==> src/hdl/rmf_pkg.sv <==
// Package for the RGB 3x3 median filter: payload structs, job types,
// sizing constants and the small compare functions used by the sorter.
// No dependencies.
package rmf_pkg;

  localparam int unsigned DEF_MAX_WIDTH  = 2048;
  localparam int unsigned DEF_MAX_HEIGHT = 2048;
  localparam int unsigned CFG_W          = 12;
  localparam int unsigned COORD_W        = 11;
  localparam int unsigned QDEPTH         = 4;
  localparam int unsigned QPTR_W         = 2;
  localparam int unsigned QCNT_W         = 3;

  localparam logic CFG_IMAGE_WIDTH  = 1'b0;
  localparam logic CFG_IMAGE_HEIGHT = 1'b1;

  typedef struct packed {
    logic [7:0] red_in;
    logic [7:0] green_in;
    logic [7:0] blue_in;
  } in_t;

  typedef struct packed {
    logic [7:0]         red_out;
    logic [7:0]         green_out;
    logic [7:0]         blue_out;
    logic [COORD_W-1:0] out_row;
    logic [COORD_W-1:0] out_col;
    logic               last_in_run;
    logic               frame_end;
  } out_t;

  // Request bits: 0 = (r-1,c-1), 1 = (r-1,c), 2 = (r,c-1), 3 = (r,c).
  typedef struct packed {
    logic [3:0]         emit;
    logic               med;
    logic [COORD_W-1:0] row;
    logic [COORD_W-1:0] col;
    logic [3:0][23:0]   pass;
  } meta_t;

  typedef struct packed {
    logic [8:0][23:0] nine;
    meta_t            meta;
  } job_t;

  // Returns {max, mid, min}.
  function automatic logic [23:0] sort3(input logic [7:0] a, input logic [7:0] b,
                                        input logic [7:0] c);
    logic [7:0] lo, hi, t;
    lo = (a < b) ? a : b;
    hi = (a < b) ? b : a;
    if (c < lo) begin
      t = lo;
      lo = c;
      return {hi, t, lo};
    end else if (c > hi) begin
      return {c, hi, lo};
    end
    return {hi, c, lo};
  endfunction

  function automatic logic [7:0] max3(input logic [7:0] a, input logic [7:0] b,
                                      input logic [7:0] c);
    logic [7:0] m;
    m = (a > b) ? a : b;
    return (m > c) ? m : c;
  endfunction

  function automatic logic [7:0] min3(input logic [7:0] a, input logic [7:0] b,
                                      input logic [7:0] c);
    logic [7:0] m;
    m = (a < b) ? a : b;
    return (m < c) ? m : c;
  endfunction

  function automatic logic [7:0] med3(input logic [7:0] a, input logic [7:0] b,
                                      input logic [7:0] c);
    logic [23:0] s;
    s = sort3(a, b, c);
    return s[15:8];
  endfunction

endpackage

==> src/hdl/rmf_queue.sv <==
// Short job queue between the front end and the median back end.
// Depends on rmf_pkg.
module rmf_queue (
  input  logic                       clk,
  input  logic                       rst_n,
  input  logic                       push,
  input  rmf_pkg::job_t              push_job,
  input  logic                       pop,
  output logic                       q_valid,
  output rmf_pkg::job_t              q_job,
  output logic [rmf_pkg::QCNT_W-1:0] count
);

  rmf_pkg::job_t slot_r [rmf_pkg::QDEPTH];
  logic [rmf_pkg::QPTR_W-1:0] wp_r, rp_r;
  logic [rmf_pkg::QCNT_W-1:0] cnt_r;
  logic do_pop;

  assign do_pop  = pop && (cnt_r != '0);
  assign q_valid = cnt_r != '0;
  assign q_job   = slot_r[rp_r];
  assign count   = cnt_r;

  always_ff @(posedge clk) begin
    if (push) slot_r[wp_r] <= push_job;
  end

  always_ff @(posedge clk) begin
    if (!rst_n) begin
      wp_r  <= '0;
      rp_r  <= '0;
      cnt_r <= '0;
    end else begin
      if (push) wp_r <= wp_r + rmf_pkg::QPTR_W'(1);
      if (do_pop) rp_r <= rp_r + rmf_pkg::QPTR_W'(1);
      cnt_r <= cnt_r + rmf_pkg::QCNT_W'(push) - rmf_pkg::QCNT_W'(do_pop);
    end
  end

  a_no_overflow: assert property (@(posedge clk) disable iff (!rst_n)
    push |-> (cnt_r < rmf_pkg::QCNT_W'(rmf_pkg::QDEPTH)) || do_pop)
    else $error("job queue overflow");

endmodule

==> config.mk <==
export PLATFORM = sky130hd
export DESIGN_NAME = rmf_queue
export DESIGN_NICKNAME = d
export VERILOG_FILES = /design/src/hdl/rmf_pkg.sv /design/src/hdl/rmf_queue.sv
export SDC_FILE = /design/constraint.sdc
export NUM_CORES = 1
export LEC_CHECK = 0
export ABC_AREA = 1
export BUFFER_PORTS_ARGS = -buffer_cell sky130_fd_sc_hd__buf_4
export CAP_MARGIN = 20
export CORE_AREA = 3 3 432 220
export CTS_CLUSTER_SIZE = 10
export DETAILED_ROUTE_END_ITERATION = 16
export DIE_AREA = 0 0 435 223
export PLACE_DENSITY = 0.77
export SKIP_LAST_GASP = 1
export SLEW_MARGIN = 20
export SYNTH_ARGS = -nofsm -noshare
export SYNTH_HDL_FRONTEND = slang
export SYNTH_SLANG_ARGS = --single-unit
==> constraint.sdc <==
create_clock -name clk -period 12.5 [get_ports clk]
set_clock_uncertainty 0.15 [all_clocks]
set_input_delay 2.5 -clock clk [delete_from_list [all_inputs] [get_ports clk]]
set_output_delay 2.5 -clock clk [all_outputs]
set_load 0.01 [all_outputs]
Word-level counts from Yosys, hierarchy flattened --
Memory sizes are Yosys's and may differ from the RTL's. A register that Yosys moved wholly into a read port is not among the register bits. Cells that the tools add are included.
Operators by class: add/subtract/negate cells 4, muxes and demuxes 4, reduce and logical (&&, ||, !) cells 2
Operators by type and width (number):
- $add A2 B1 Y2 const B | 2
- $mux W2 | 2
- $add A3 B1 Y3 | 1
- $reduce_bool A3 Y1 | 1
- $sub A3 B1 Y3 | 1
- $mux W1 | 2
- $logic_and A1 B1 Y1 | 1
Storage, ports and cells: bits in registers 7, bits in writable memories 1356, input bits 343, output and inout bits 343, memories kept 1
Memory list:
- slot_r | words 4, width 339, read ports 1, clocked after memory_dff 1, write ports 1, RTL line rmf_queue.sv:14 | rmf_pkg::job_t slot_r [rmf_pkg::QDEPTH];

Longest topological paths before layout --
depth in word-level cells 4, depth in mapped cells 9, depth with buffers taken out 9

Least setup slack after synthesis --
Ideal clock, no wire load.
kind input port to flip-flop, from in push, to mem slot_r[2][0] (netlist bit) (enable), library setup time 688 ps, arrival time 9025 ps, required time 11662 ps, setup slack 2636 ps, stages on the path 2, buffers on the path 0, cells stage by stage nand2_1 -> inv_1
On the way: longest elaborated chain between the ends 2
RTL lines:
- start: declaration | RTL line rmf_queue.sv:6 | input logic push,
- $mux W1 | RTL line rmf_queue.sv:25 | if (push) slot_r[wp_r] <= push_job;
- $mux W1 (implied by the code) | RTL line rmf_queue.sv:25
- end: declaration | RTL line rmf_queue.sv:14
No other way between the ends.

==> qor.yml <==
outcome:
  status: "finished, final reports clean"
timing:
  period_minus_slack_ns: 6.94
  tightest_slew_ns: 1.13
  slew_headroom_pct: 25.0
  slew_violations: 0
  hold_viol_final: 0
  rsz0062_at_grt: "no"
  fin_crit_sh_pct: 55.5
  finalSetupTns_ns: 0
  clock.fmax_mhz: 144
  setup_violations: 0
synth:
  synth.area.top_cells: "edfxtp_1 81%, o21ai_0 5.8%, nor2_1 5.1%"
  post_synth_num_cell_types: 18
  ys_top_cells_by_count: "1356 x edfxtp_1, 683 x nor2_1, 580 x o21ai_0"
  synth_seq_cells: 1365
  avgSynthCellArea_um2: 15.0
  synth_top_cell_by_area: "edfxtp_1"
  synth_top_area_share_pct: 81.1
  netlist_instances: 3338
  synth_enable_flop_cells: 1356
  synth_warnings: 0
  async_reset_ff_share_pct: 0
  ys_seq_area_share_pct: 81.5
  netlist_area_mm2: 0.0502
  synth_ff_type: "edfxtp_1"
  synth_most_common_cell: "edfxtp_1"
  synth_nets: 3688
final_layout:
  syn_to_final_growth_pct: 20.8
  drive_gt1_share_pct: 22.2
  stdcell_count: 5296
  fin_nets: 4333
  n_fill_cell: 6077
floorplanning:
  fp.dieW_um: 435
  core_mm2: 0.0910
  rows: 78
  die_h_um: 223
  pin_count: 686
  design.die.area_mm2: 0.0970
  start_util_pct: 55.2
routing:
  routed_wl_um: 126000
  remaining_drc_errors: 0
  antenna_left: 0
  wire_per_inst_um: 23.7
  drt_iter0_markers: 2844
  drt-met1-wl_um: 43700
  wl_met3_um: 6870
  via_count: 31400
  route.met2.wl_um: 65800
  top_layer_used: "met4"
  drt-pass1-iter-count: 5
  vias_per_cell: 5.92
pwr:
  power_density_mw_per_mm2: 196
  leakage_nw: 21.0
  finalPower_mw: 11.9
  max-vdd-ir-drop_uv: 168
clock_tree:
  clock_latency_ns: 0.73
  clock_sinks: 1365
  holdBufCountCts: 0
  htreeDepth: 4
  numCtsBuffers: 155
  ctsResizeCount: 0
  cts_setup_buffers: 0
  cts_root_buffer: "clkbuf_16"
  cts_buffer_depth: 3
  cts_tree: "built"
  cts.clk_slew.worst_paths_ns: 0.05
critical_path:
  regToRegEndpoint: "slot_r[3][89]$_DFFE_PP_"
  critPathMaxFanout: 109
  regToRegStartpoint: "wp_r[0]$_SDFFE_PN0P_"
  crit_required_ns: 9.85
  reg2reg_slack_ns: 8.81
  critPathKind: "reg2out"
  critPathCaptureType: "output port"
  timing.critical_path.from_type: "flop"
  worst_ep_arrival_time_ns: 4.29
  rr_worst_depth: 5
placed_design:
  place_hpwl_um: 70700
  dp_cells: 5065
  gp_congestion: 0.812
  port-buffer-count: 685
flow_run:
  max-cap-violations: 0
grt:
  gr-total-overflow: 0
  grt_pass1_vias: 30800
  grt_max_degree: 225
  grt_pass1_wl_um: 185000
  track_usage_pct: 25.1
  antenna_found_initial: 40
worst_hold_path:
  min_to: "rp_r[0]$_SDFFE_PN0P_"
  hold_path_class: "reg2reg"
  hold_start: "rp_r[0]$_SDFFE_PN0P_"
  hold_depth: 2
[worst max-delay path, cell delays in order, from the launching register on]
cell and delay [ns]:
dfxtp_4 0.89, buf_4 0.81, buf_4 0.91, o21ai_0 0.31, o22ai_1 0.27, buf_4 0.16
[through the flow]
step | instance area (um^2) | setup WS [ns] | util, % | hold slack, ns
floorplan | 50200 | 2.64 | - | 0.298
global placement | 56300 | 6.54 | 61.8 | 0.316
detailed placement | 56300 | 6.42 | 61.8 | 0.331
CTS | 60500 | 5.59 | 66.5 | 0.352
global route | 60600 | 5.32 | 66.6 | 0.370
finish | 60600 | 5.56 | 66.6 | 0.350
[how the worst max path moves through the flow]
stage | slack [ns] | startpoint | end
floorplan | 2.64 | push | slot_r[2][0]$_DFFE_PP_
global placement | 6.54 | flop | q_job[92]
detailed placement | 6.42 | flop | q_job[99]
CTS | 5.59 | flop | q_job[68]
global route | 5.32 | flop | q_job[68]
finish | 5.56 | flop | q_job[68]
[where the power goes]
part | switching, mW | internal [mW]
Clock | 1.66 | 2.25
Sequential | 0.0808 | 5.25
Combinational | 1.65 | 0.975
Total | 3.39 | 8.48
[layout by cell type, fill, tap and decap left out, types with 6 or more instances in the layout]
master	count
edfxtp_1	1356
buf_4	707
nor2_1	683
o21ai_0	580
o22ai_1	339
clkbuf_16	158
o21ai_1	100
diode_2	40
clkbuf_1	16
nand2_1	14
inv_1	11
dfxtp_1	7
ha_1	6
inv_6	6
[final cells by class]
type                       instances  area (um^2)  share of cell area, %
timing repair buffer             713         5440                   8.97
inverter                          17          114                  0.188
antenna                           40          100                  0.165
clock buffer                     174         4010                   6.62
clock inverter                    16          204                  0.337
multi-input combinational       1731         8280                   13.7
sequential                      1365        40900                   67.5
tap                             1240         1550                   2.56
[state kept, by name (all words and copies together), names as in the netlist, named ones only]
register and cells:
slot_r 1356, count 3, rp_r 2, wp_r 2
[metal layers]
metal	GRT usage, %	vias up
li1	-	14000
met1	28.6	15700
met2	42.7	1306
met3	4.60	376
met4	18.5	0
met5	0	-
[kinds of logic (layout without fill, tap and decap cells)]
group / Yosys count / count (layout) / synth area share [%]
AO/OA/AOI/OAI: 1025 / 1025 / 11.1
adder cells (fa/ha/maj): 7 / 7 / 0.189
buffers and inverters: 242 / 920 / 2.01
flip-flops: 1365 / 1365 / 81.5
other: 0 / 40 / 0
AND/OR/NAND/NOR: 699 / 699 / 5.23
No activity file was read; power rests on OpenSTA's default activity.
