$ cat config.mk
export PLATFORM = sky130hd
export DESIGN_NAME = rmf_back
export DESIGN_NICKNAME = d
export VERILOG_FILES = /design/src/hdl/rmf_pkg.sv /design/src/hdl/rmf_back.sv
export SDC_FILE = /design/constraint.sdc
export NUM_CORES = 1
export LEC_CHECK = 0
export BUFFER_PORTS_ARGS = -buffer_cell sky130_fd_sc_hd__buf_2
export CAP_MARGIN = 20
export CORE_MARGIN = 5
export CORE_UTILIZATION = 55
export DETAILED_ROUTE_END_ITERATION = 10
export PLACE_DENSITY = 0.78
export SETUP_SLACK_MARGIN = 0.3
export SLEW_MARGIN = 5
export SYNTH_ARGS = -nofsm -noshare
export SYNTH_HDL_FRONTEND = slang
export SYNTH_SLANG_ARGS = --single-unit
$ cat constraint.sdc
create_clock -name clk -period 39 [get_ports clk]
set_input_delay 7.8 -clock clk [delete_from_list [all_inputs] [get_ports clk]]
set_output_delay 7.8 -clock clk [all_outputs]
set_load 0.05 [all_outputs]
$ cat src/hdl/rmf_pkg.sv
// Package for the RGB 3x3 median filter: payload structs, job types,
// sizing constants and the small compare functions used by the sorter.
// No dependencies.
package rmf_pkg;

  localparam int unsigned DEF_MAX_WIDTH  = 2048;
  localparam int unsigned DEF_MAX_HEIGHT = 2048;
  localparam int unsigned CFG_W          = 12;
  localparam int unsigned COORD_W        = 11;
  localparam int unsigned QDEPTH         = 4;
  localparam int unsigned QPTR_W         = 2;
  localparam int unsigned QCNT_W         = 3;

  localparam logic CFG_IMAGE_WIDTH  = 1'b0;
  localparam logic CFG_IMAGE_HEIGHT = 1'b1;

  typedef struct packed {
    logic [7:0] red_in;
    logic [7:0] green_in;
    logic [7:0] blue_in;
  } in_t;

  typedef struct packed {
    logic [7:0]         red_out;
    logic [7:0]         green_out;
    logic [7:0]         blue_out;
    logic [COORD_W-1:0] out_row;
    logic [COORD_W-1:0] out_col;
    logic               last_in_run;
    logic               frame_end;
  } out_t;

  // Request bits: 0 = (r-1,c-1), 1 = (r-1,c), 2 = (r,c-1), 3 = (r,c).
  typedef struct packed {
    logic [3:0]         emit;
    logic               med;
    logic [COORD_W-1:0] row;
    logic [COORD_W-1:0] col;
    logic [3:0][23:0]   pass;
  } meta_t;

  typedef struct packed {
    logic [8:0][23:0] nine;
    meta_t            meta;
  } job_t;

  // Returns {max, mid, min}.
  function automatic logic [23:0] sort3(input logic [7:0] a, input logic [7:0] b,
                                        input logic [7:0] c);
    logic [7:0] lo, hi, t;
    lo = (a < b) ? a : b;
    hi = (a < b) ? b : a;
    if (c < lo) begin
      t = lo;
      lo = c;
      return {hi, t, lo};
    end else if (c > hi) begin
      return {c, hi, lo};
    end
    return {hi, c, lo};
  endfunction

  function automatic logic [7:0] max3(input logic [7:0] a, input logic [7:0] b,
                                      input logic [7:0] c);
    logic [7:0] m;
    m = (a > b) ? a : b;
    return (m > c) ? m : c;
  endfunction

  function automatic logic [7:0] min3(input logic [7:0] a, input logic [7:0] b,
                                      input logic [7:0] c);
    logic [7:0] m;
    m = (a < b) ? a : b;
    return (m < c) ? m : c;
  endfunction

  function automatic logic [7:0] med3(input logic [7:0] a, input logic [7:0] b,
                                      input logic [7:0] c);
    logic [23:0] s;
    s = sort3(a, b, c);
    return s[15:8];
  endfunction

endpackage

$ cat src/hdl/rmf_back.sv
// Back end of the median filter: three-stage median of nine per channel
// (column sort, min/med/max reduce, final median) and the result expander.
// Depends on rmf_pkg.
module rmf_back (
  input  logic          clk,
  input  logic          rst_n,
  input  logic          q_valid,
  input  rmf_pkg::job_t q_job,
  output logic          q_pop,
  output logic          out_valid,
  input  logic          out_ready,
  output rmf_pkg::out_t out_data
);

  logic s1_v_r, s2_v_r, s3_v_r;
  logic rdy1, rdy2, rdy3;
  logic [2:0][2:0][23:0] s1_srt_r;   // [column][channel] = {max, mid, min}
  logic [2:0][23:0] s2_lmh_r;        // [channel] = {min of max, med of mid, max of min}
  rmf_pkg::meta_t s1_meta_r, s2_meta_r;
  logic [3:0][23:0] s3_pix_r;
  logic [3:0] s3_mask_r;
  logic [rmf_pkg::COORD_W-1:0] s3_row_r, s3_col_r;
  logic [3:0] sel;
  logic last, take;
  logic [23:0] med_pix, opix;

  assign take = out_valid && out_ready;
  assign rdy3 = !s3_v_r || (out_ready && last);
  assign rdy2 = !s2_v_r || rdy3;
  assign rdy1 = !s1_v_r || rdy2;
  assign q_pop = q_valid && rdy1;

  always_ff @(posedge clk) begin
    if (!rst_n) begin
      s1_v_r <= 1'b0;
      s2_v_r <= 1'b0;
      s3_v_r <= 1'b0;
    end else begin
      if (rdy1) s1_v_r <= q_valid;
      if (rdy2) s2_v_r <= s1_v_r;
      if (rdy3) s3_v_r <= s2_v_r;
    end
  end

  always_ff @(posedge clk) begin
    if (q_pop) begin
      s1_meta_r <= q_job.meta;
      for (int k = 0; k < 3; k++) begin
        for (int ch = 0; ch < 3; ch++) begin
          s1_srt_r[k][ch] <= rmf_pkg::sort3(q_job.nine[3*k][8*ch +: 8],
                                            q_job.nine[3*k+1][8*ch +: 8],
                                            q_job.nine[3*k+2][8*ch +: 8]);
        end
      end
    end
  end

  always_ff @(posedge clk) begin
    if (rdy2 && s1_v_r) begin
      s2_meta_r <= s1_meta_r;
      for (int ch = 0; ch < 3; ch++) begin
        s2_lmh_r[ch] <= {
          rmf_pkg::min3(s1_srt_r[0][ch][23:16], s1_srt_r[1][ch][23:16],
                        s1_srt_r[2][ch][23:16]),
          rmf_pkg::med3(s1_srt_r[0][ch][15:8], s1_srt_r[1][ch][15:8],
                        s1_srt_r[2][ch][15:8]),
          rmf_pkg::max3(s1_srt_r[0][ch][7:0], s1_srt_r[1][ch][7:0],
                        s1_srt_r[2][ch][7:0])};
      end
    end
  end

  always_comb begin
    for (int ch = 0; ch < 3; ch++) begin
      med_pix[8*ch +: 8] = rmf_pkg::med3(s2_lmh_r[ch][23:16], s2_lmh_r[ch][15:8],
                                         s2_lmh_r[ch][7:0]);
    end
  end

  always_ff @(posedge clk) begin
    if (rdy3 && s2_v_r) begin
      s3_pix_r <= {s2_meta_r.pass[3:1],
                   (s2_meta_r.med ? med_pix : s2_meta_r.pass[0])};
      s3_row_r <= s2_meta_r.row;
      s3_col_r <= s2_meta_r.col;
    end
  end

  always_ff @(posedge clk) begin
    if (!rst_n) begin
      s3_mask_r <= '0;
    end else if (rdy3) begin
      s3_mask_r <= s2_v_r ? s2_meta_r.emit : 4'b0000;
    end else if (take) begin
      s3_mask_r <= s3_mask_r & ~sel;
    end
  end

  // Lowest pending request goes out first.
  always_comb begin
    sel = s3_mask_r & (~s3_mask_r + 4'd1);
    last = (s3_mask_r & ~sel) == 4'b0000;
  end

  always_comb begin
    opix = s3_pix_r[0];
    out_data.out_row = s3_row_r;
    out_data.out_col = s3_col_r;
    case (sel)
      4'b0001: begin
        opix = s3_pix_r[0];
        out_data.out_row = s3_row_r - rmf_pkg::COORD_W'(1);
        out_data.out_col = s3_col_r - rmf_pkg::COORD_W'(1);
      end
      4'b0010: begin
        opix = s3_pix_r[1];
        out_data.out_row = s3_row_r - rmf_pkg::COORD_W'(1);
      end
      4'b0100: begin
        opix = s3_pix_r[2];
        out_data.out_col = s3_col_r - rmf_pkg::COORD_W'(1);
      end
      4'b1000: opix = s3_pix_r[3];
      default: ;
    endcase
    out_data.red_out     = opix[23:16];
    out_data.green_out   = opix[15:8];
    out_data.blue_out    = opix[7:0];
    out_data.last_in_run = last;
    out_data.frame_end   = sel[3];
  end

  assign out_valid = s3_v_r;

  a_mask_live: assert property (@(posedge clk) disable iff (!rst_n)
    s3_v_r |-> s3_mask_r != 4'b0000)
    else $error("result stage valid with no pending request");
  a_sel_one: assert property (@(posedge clk) disable iff (!rst_n)
    s3_v_r |-> $onehot(sel))
    else $error("result select not one-hot");

endmodule

# After elaboration in Yosys (flattened, before gate mapping)

Index checks and enable logic that the tools add are counted.

Flip-flop bits (word level): 659
Latch bits: 0
Memory bits (writable): 0
Memory bits (read-only): 0
Bits of input ports: 343
Output and inout bits: 50
Word-level logic and storage cells: 272
Memories: 0

Add/subtract/negate cells: 3
Multipliers: 0
Div/mod/pow operators: 0
$lt $le $gt $ge: 57
Equality and inequality tests: 4
Shift-type cells: 0
Multiplexer cells: 151
Bitwise operators: 4
Reduce and logical (&&, ||, !) cells: 15

Operators with widths:

| cell                  | number |
|---|---|
| $mux 24               | 28 |
| $mux 8                | 57 |
| $lt 8x8->1            | 36 |
| $mux 16               | 18 |
| $gt 8x8->1            | 21 |
| $pmux 24 s3           | 1 |
| $mux 1                | 42 |
| $mux 11               | 2 |
| $sub 11x1->11 const B | 2 |
| $mux 4                | 3 |
| $and 4x4->4           | 2 |
| $not 4->4             | 2 |
| $logic_and 1x1->1     | 5 |
| $add 4x1->4 const B   | 1 |
| $eq 4x1->1 const B    | 1 |
| $eq 4x2->1 const B    | 1 |
| $eq 4x3->1 const B    | 1 |
| $eq 4x4->1 const B    | 1 |
| $logic_not 4->1       | 1 |
| $reduce_or 2->1       | 2 |
| $logic_not 1->1       | 3 |
| $logic_or 1x1->1      | 3 |
| $reduce_bool 2->1     | 1 |

# Depth between registers and ports, before layout

Word-level depth: 13
Depth in mapped cells: 23
Depth with buffers taken out: 20

# Worst setup path after synthesis

Ideal clock, no wire load.

Kind: in2out
Start: input out_ready
End: output q_pop
Data arrival time: 33.536 ns
Data required time: 31.200 ns
Slack: -2.336 ns
Stages: 3
Path buffers: 0
Path through: a21boi_0 and2_1 a21boi_0

Cells in the longest elaborated chain, start to end: 5

RTL lines:

| what              | RTL line       | text |
|---|---|---|
| from (decl)       | rmf_back.sv:11 | `input logic out_ready,` |
| $logic_and 1x1->1 | rmf_back.sv:28 | `assign rdy3 = !s3_v_r \|\| (out_ready && last);` |
| $logic_or 1x1->1  | rmf_back.sv:28 |  |
| $logic_or 1x1->1  | rmf_back.sv:29 | `assign rdy2 = !s2_v_r \|\| rdy3;` |
| $logic_or 1x1->1  | rmf_back.sv:30 | `assign rdy1 = !s1_v_r \|\| rdy2;` |
| $logic_and 1x1->1 | rmf_back.sv:31 | `assign q_pop = q_valid && rdy1;` |
| to (decl)         | rmf_back.sv:9  | `output logic q_pop,` |

No other way between the ends.

# Worst setup path after layout

Same ends and word-level chain as after synthesis.

==> flow_metrics.env <==
export IMPL_status="finished, final reports clean"
export IMPL_cts_sinks=659
export IMPL_cp_end_kind="output pin"
export IMPL_worstPathArrival_ns=9.47
export IMPL_worst_setup_path_start_kind="primary input"
export IMPL_r2r_end="s2_lmh_r[56]"
export IMPL_min_to="s2_meta_r[0]"
export IMPL_core_um2=71120
export IMPL_async_flop_share_pct=0
export IMPL_io_pin_count=393
export IMPL_place_gp_congestion=0.9400
export IMPL_p_leak_nw=19.33
export IMPL_routed_wl_um=94480
export IMPL_synthesis_nets=4307
export IMPL_final_common_cell="edfxtp_1"
export IMPL_drc_errors=0
export IMPL_p_sw_share_pct=35.36
export IMPL_drive_gt1_share_pct=16.96
export IMPL_rr_startpoint="s1_srt_r[57]"
export IMPL_fin_cells=4943
export IMPL_hp_start="s1_meta_r[0]"
export IMPL_max_slew_margin_pct=28.47
export IMPL_synth_seq_area_share_pct=50.20
export IMPL_start_util_pct=55.23
export IMPL_clock_path_buffers=3
export IMPL_synth_area_um2=39280
export IMPL_vias_per_cell=5.758
export IMPL_postCtsSetupBuffers=0
export IMPL_ys_flop_type="edfxtp_1"
export IMPL_hpwl_um=71130
export IMPL_final_setup_viol_count=0
export IMPL_dieArea_um2=76860
export IMPL_synth_avg_cell_area_um2=11.09
export IMPL_cp_slowest_cell="a21boi_0"
export IMPL_yosys_area_top_type="edfxtp_1"
export IMPL_nets=4693
export IMPL_grt_max_degree=81
export IMPL_synth_cell_types=66
export IMPL_final_cell_mix="652 x edfxtp_1, 422 x ha_1, 410 x a21oi_1"
export IMPL_clock_skew_ns=0.02850
export IMPL_postRouteAntennaNets=0
export IMPL_tritoncts="built"
export IMPL_hold_path_class="reg2reg"
export IMPL_maxClockFrequency_mhz=57.91
export IMPL_wl_per_cell_um=19.11
export IMPL_finalMaxSlewViolations=0
export IMPL_cap_violations=0
export IMPL_p_int_mw=1.691
export IMPL_cts_root_buf="clkbuf_16"
export IMPL_critical_path_required_ns=31.20
export IMPL_synth_cells=3542
export IMPL_cp_depth=6
export IMPL_critPathMaxFanout=29
export IMPL_clockPowerShare_pct=24.3
export IMPL_antenna_found_initial=17
export IMPL_overflow=0
export IMPL_p_per_area_nw_per_um2=58.68
export IMPL_reg2regPathDepth=15
export IMPL_crit_chain="buf_2 -> a21boi_0 -> and2_1 -> a21boi_4 -> buf_4 -> buf_2"
export IMPL_cp_num_buf_inv=3
export IMPL_ys_warn_count=0
export IMPL_worstMarginPinSlew_ns=1.066
export IMPL_fin_crit_ns=17.27
export IMPL_fin_crit_sh_pct=44.28
export IMPL_r2r_setup_slack_ns=34.02
export IMPL_clk_pin_slew_ns=0.07
export IMPL_path_delay_family="buffers and inverters"
export IMPL_grt_pass1_wl_um=145900
export IMPL_rows=98
export IMPL_power_frac_seq_pct=37.0
export IMPL_dpl_cell_count=4798
export IMPL_drt_pass1_iter_count=7
export IMPL_postCtsResizedCells=0
export IMPL_portBuffers=392
export IMPL_timing_critical_path_slowest_cell_delay_ns=0.46
export IMPL_hold_depth=0
export IMPL_drt_iter0_markers=2267
export IMPL_hold_viol_final=0
export IMPL_synth_seq_cells=659
export IMPL_netSwitchingPower_mw=0.9250
export IMPL_grt_setup_unrepaired="false"
export IMPL_die_w_um=277.2
export IMPL_synth_edf_count=652
export IMPL_grt_pass1_vias=27350
export IMPL_cts_htree_levels=3
export IMPL_finalSetupTns_ns=0
export IMPL_dr_total_vias=28460
export IMPL_peakVddDrop_v=0.00004079
export IMPL_path_class="in2out"
export IMPL_yosys_top_cells_area="edfxtp_1 50%, ha_1 13%, mux2i_1 5.8%"
export IMPL_finalCoreUtilization_pct=62.69
export IMPL_cts_buffers=68
export IMPL_cts_hold_buf=0
export IMPL_p_comb_share_pct=38.7
export IMPL_die_h_um=277.2
export IMPL_clk_latency_ns=0.61
export IMPL_synth_top_cell_area_share_pct=49.85
export IMPL_grtUsageTotal_pct=23.61
export IMPL_area_growth_pct=13.50
export IMPL_crit_top_cell="buf_2"
-- metal layers --
metal / vias up / GRT usage [%] / share of wire, %
met4: 14 / 5.517 / 1.9
li1: 13940 / - / -
met1: 13500 / 32.30 / 44
met5: - / 0 / 0.11
met2: 888 / 39.83 / 47
met3: 125 / 3.979 / 7.0
-- synth_stat cells, types with 7 or more instances --
library cell,number
edfxtp_1,652
ha_1,422
a21oi_1,414
nor2_1,393
inv_1,300
mux2i_1,228
nand2_1,139
o21ai_0,130
mux2_2,93
a21o_1,87
clkbuf_1,73
a31oi_1,52
o21a_1,45
nand2b_1,44
nand3_1,42
nor2b_1,40
nand4_1,31
buf_2,30
nor3_1,30
a222oi_1,24
o211ai_1,19
a211oi_1,17
and3_1,13
nor3b_1,13
o31ai_1,12
or2_2,12
or3_1,12
o21ai_1,11
a211o_1,10
buf_1,10
xor2_1,10
a21boi_0,9
o31a_1,9
xnor2_1,9
and4_1,8
a2111oi_0,7
a221oi_1,7
dfxtp_1,7
o2111ai_1,7
-- cells by family after synthesis --
family          Yosys count  share of synthesized area (%)
fa+ha+maj               423                          13.47
flops                   659                          50.20
compound gates          891                          13.81
mux                     321                          8.477
simple gates            804                          9.359
buf+inv                 425                          4.262
xor+xnor                 19                         0.4237
-- worst max path at each step --
| stage | end | startpoint | slack, ns |
|---|---|---|---|
| finish | q_pop | out_ready | 21.73 |
| global route | q_pop | out_ready | 21.64 |
| CTS | q_pop | out_ready | 21.72 |
| detailed placement | q_pop | out_ready | 21.76 |
| global placement | q_pop | out_ready | 21.78 |
| floorplan | q_pop | out_ready | 6.56 |
-- flip-flops by register name, summed over array words and instances (netlist names), 4 cells and up --
name / count
s2_meta_r: 123
s1_meta_r: 123
s3_mask_r: 4
s3_pix_r: 96
s2_lmh_r: 72
s3_row_r: 11
s3_col_r: 11
s1_srt_r: 216
-- per-stage QoR --
step | cell area [µm²] | setup WS, ns | hold slack, ns | power, mW
after floorplan | 39280 | 6.562 | 0.4003 | 1.717
after global placement | 42210 | 21.78 | 0.4005 | 1.932
after detailed placement | 42220 | 21.76 | 0.4045 | 1.965
after CTS | 44430 | 21.72 | 0.4084 | 2.612
after global routing | 44550 | 21.64 | 0.4073 | 2.785
final | 44580 | 21.73 | 0.4000 | 2.616
-- power by group through the flow --
stage / logic [mW] / registers [mW] / clock network [mW]
finish: 1.01 / 0.968 / 0.636
detailed placement: 0.985 / 0.980 / 0
CTS: 0.996 / 0.967 / 0.649
global route: 1.13 / 0.975 / 0.677
floorplan: 0.750 / 0.966 / 0
global placement: 0.955 / 0.977 / 0
-- worst reg2reg max path, stage by stage (launching register included) --
cell and delay, ns:
edfxtp_1 0.45, ha_1 0.32, a2111oi_0 0.57, nor3_1 0.16, nor2_2 0.81, mux2i_1 0.37, ha_1 0.29, nor2b_1 0.13
o21a_1 0.16, o21a_1 0.16, o21ai_0 0.17, nand3b_1 0.14, nand2_1 0.39, nor3_1 0.09, a21o_1 0.19, a221o_1 0.33
-- layout make-up --
cell class | instances | area (µm²)
Fill cell | 5563 | 26540
Inverter | 304 | 1141
Sequential cell | 659 | 19720
Clock buffer | 81 | 1760
Tap cell | 950 | 1189
Antenna cell | 14 | 35.03
Timing Repair Buffer | 437 | 2338
Multi-Input combinational cell | 2458 | 17950
Clock inverter | 40 | 445.4
No activity file was read; power rests on OpenSTA's default activity.
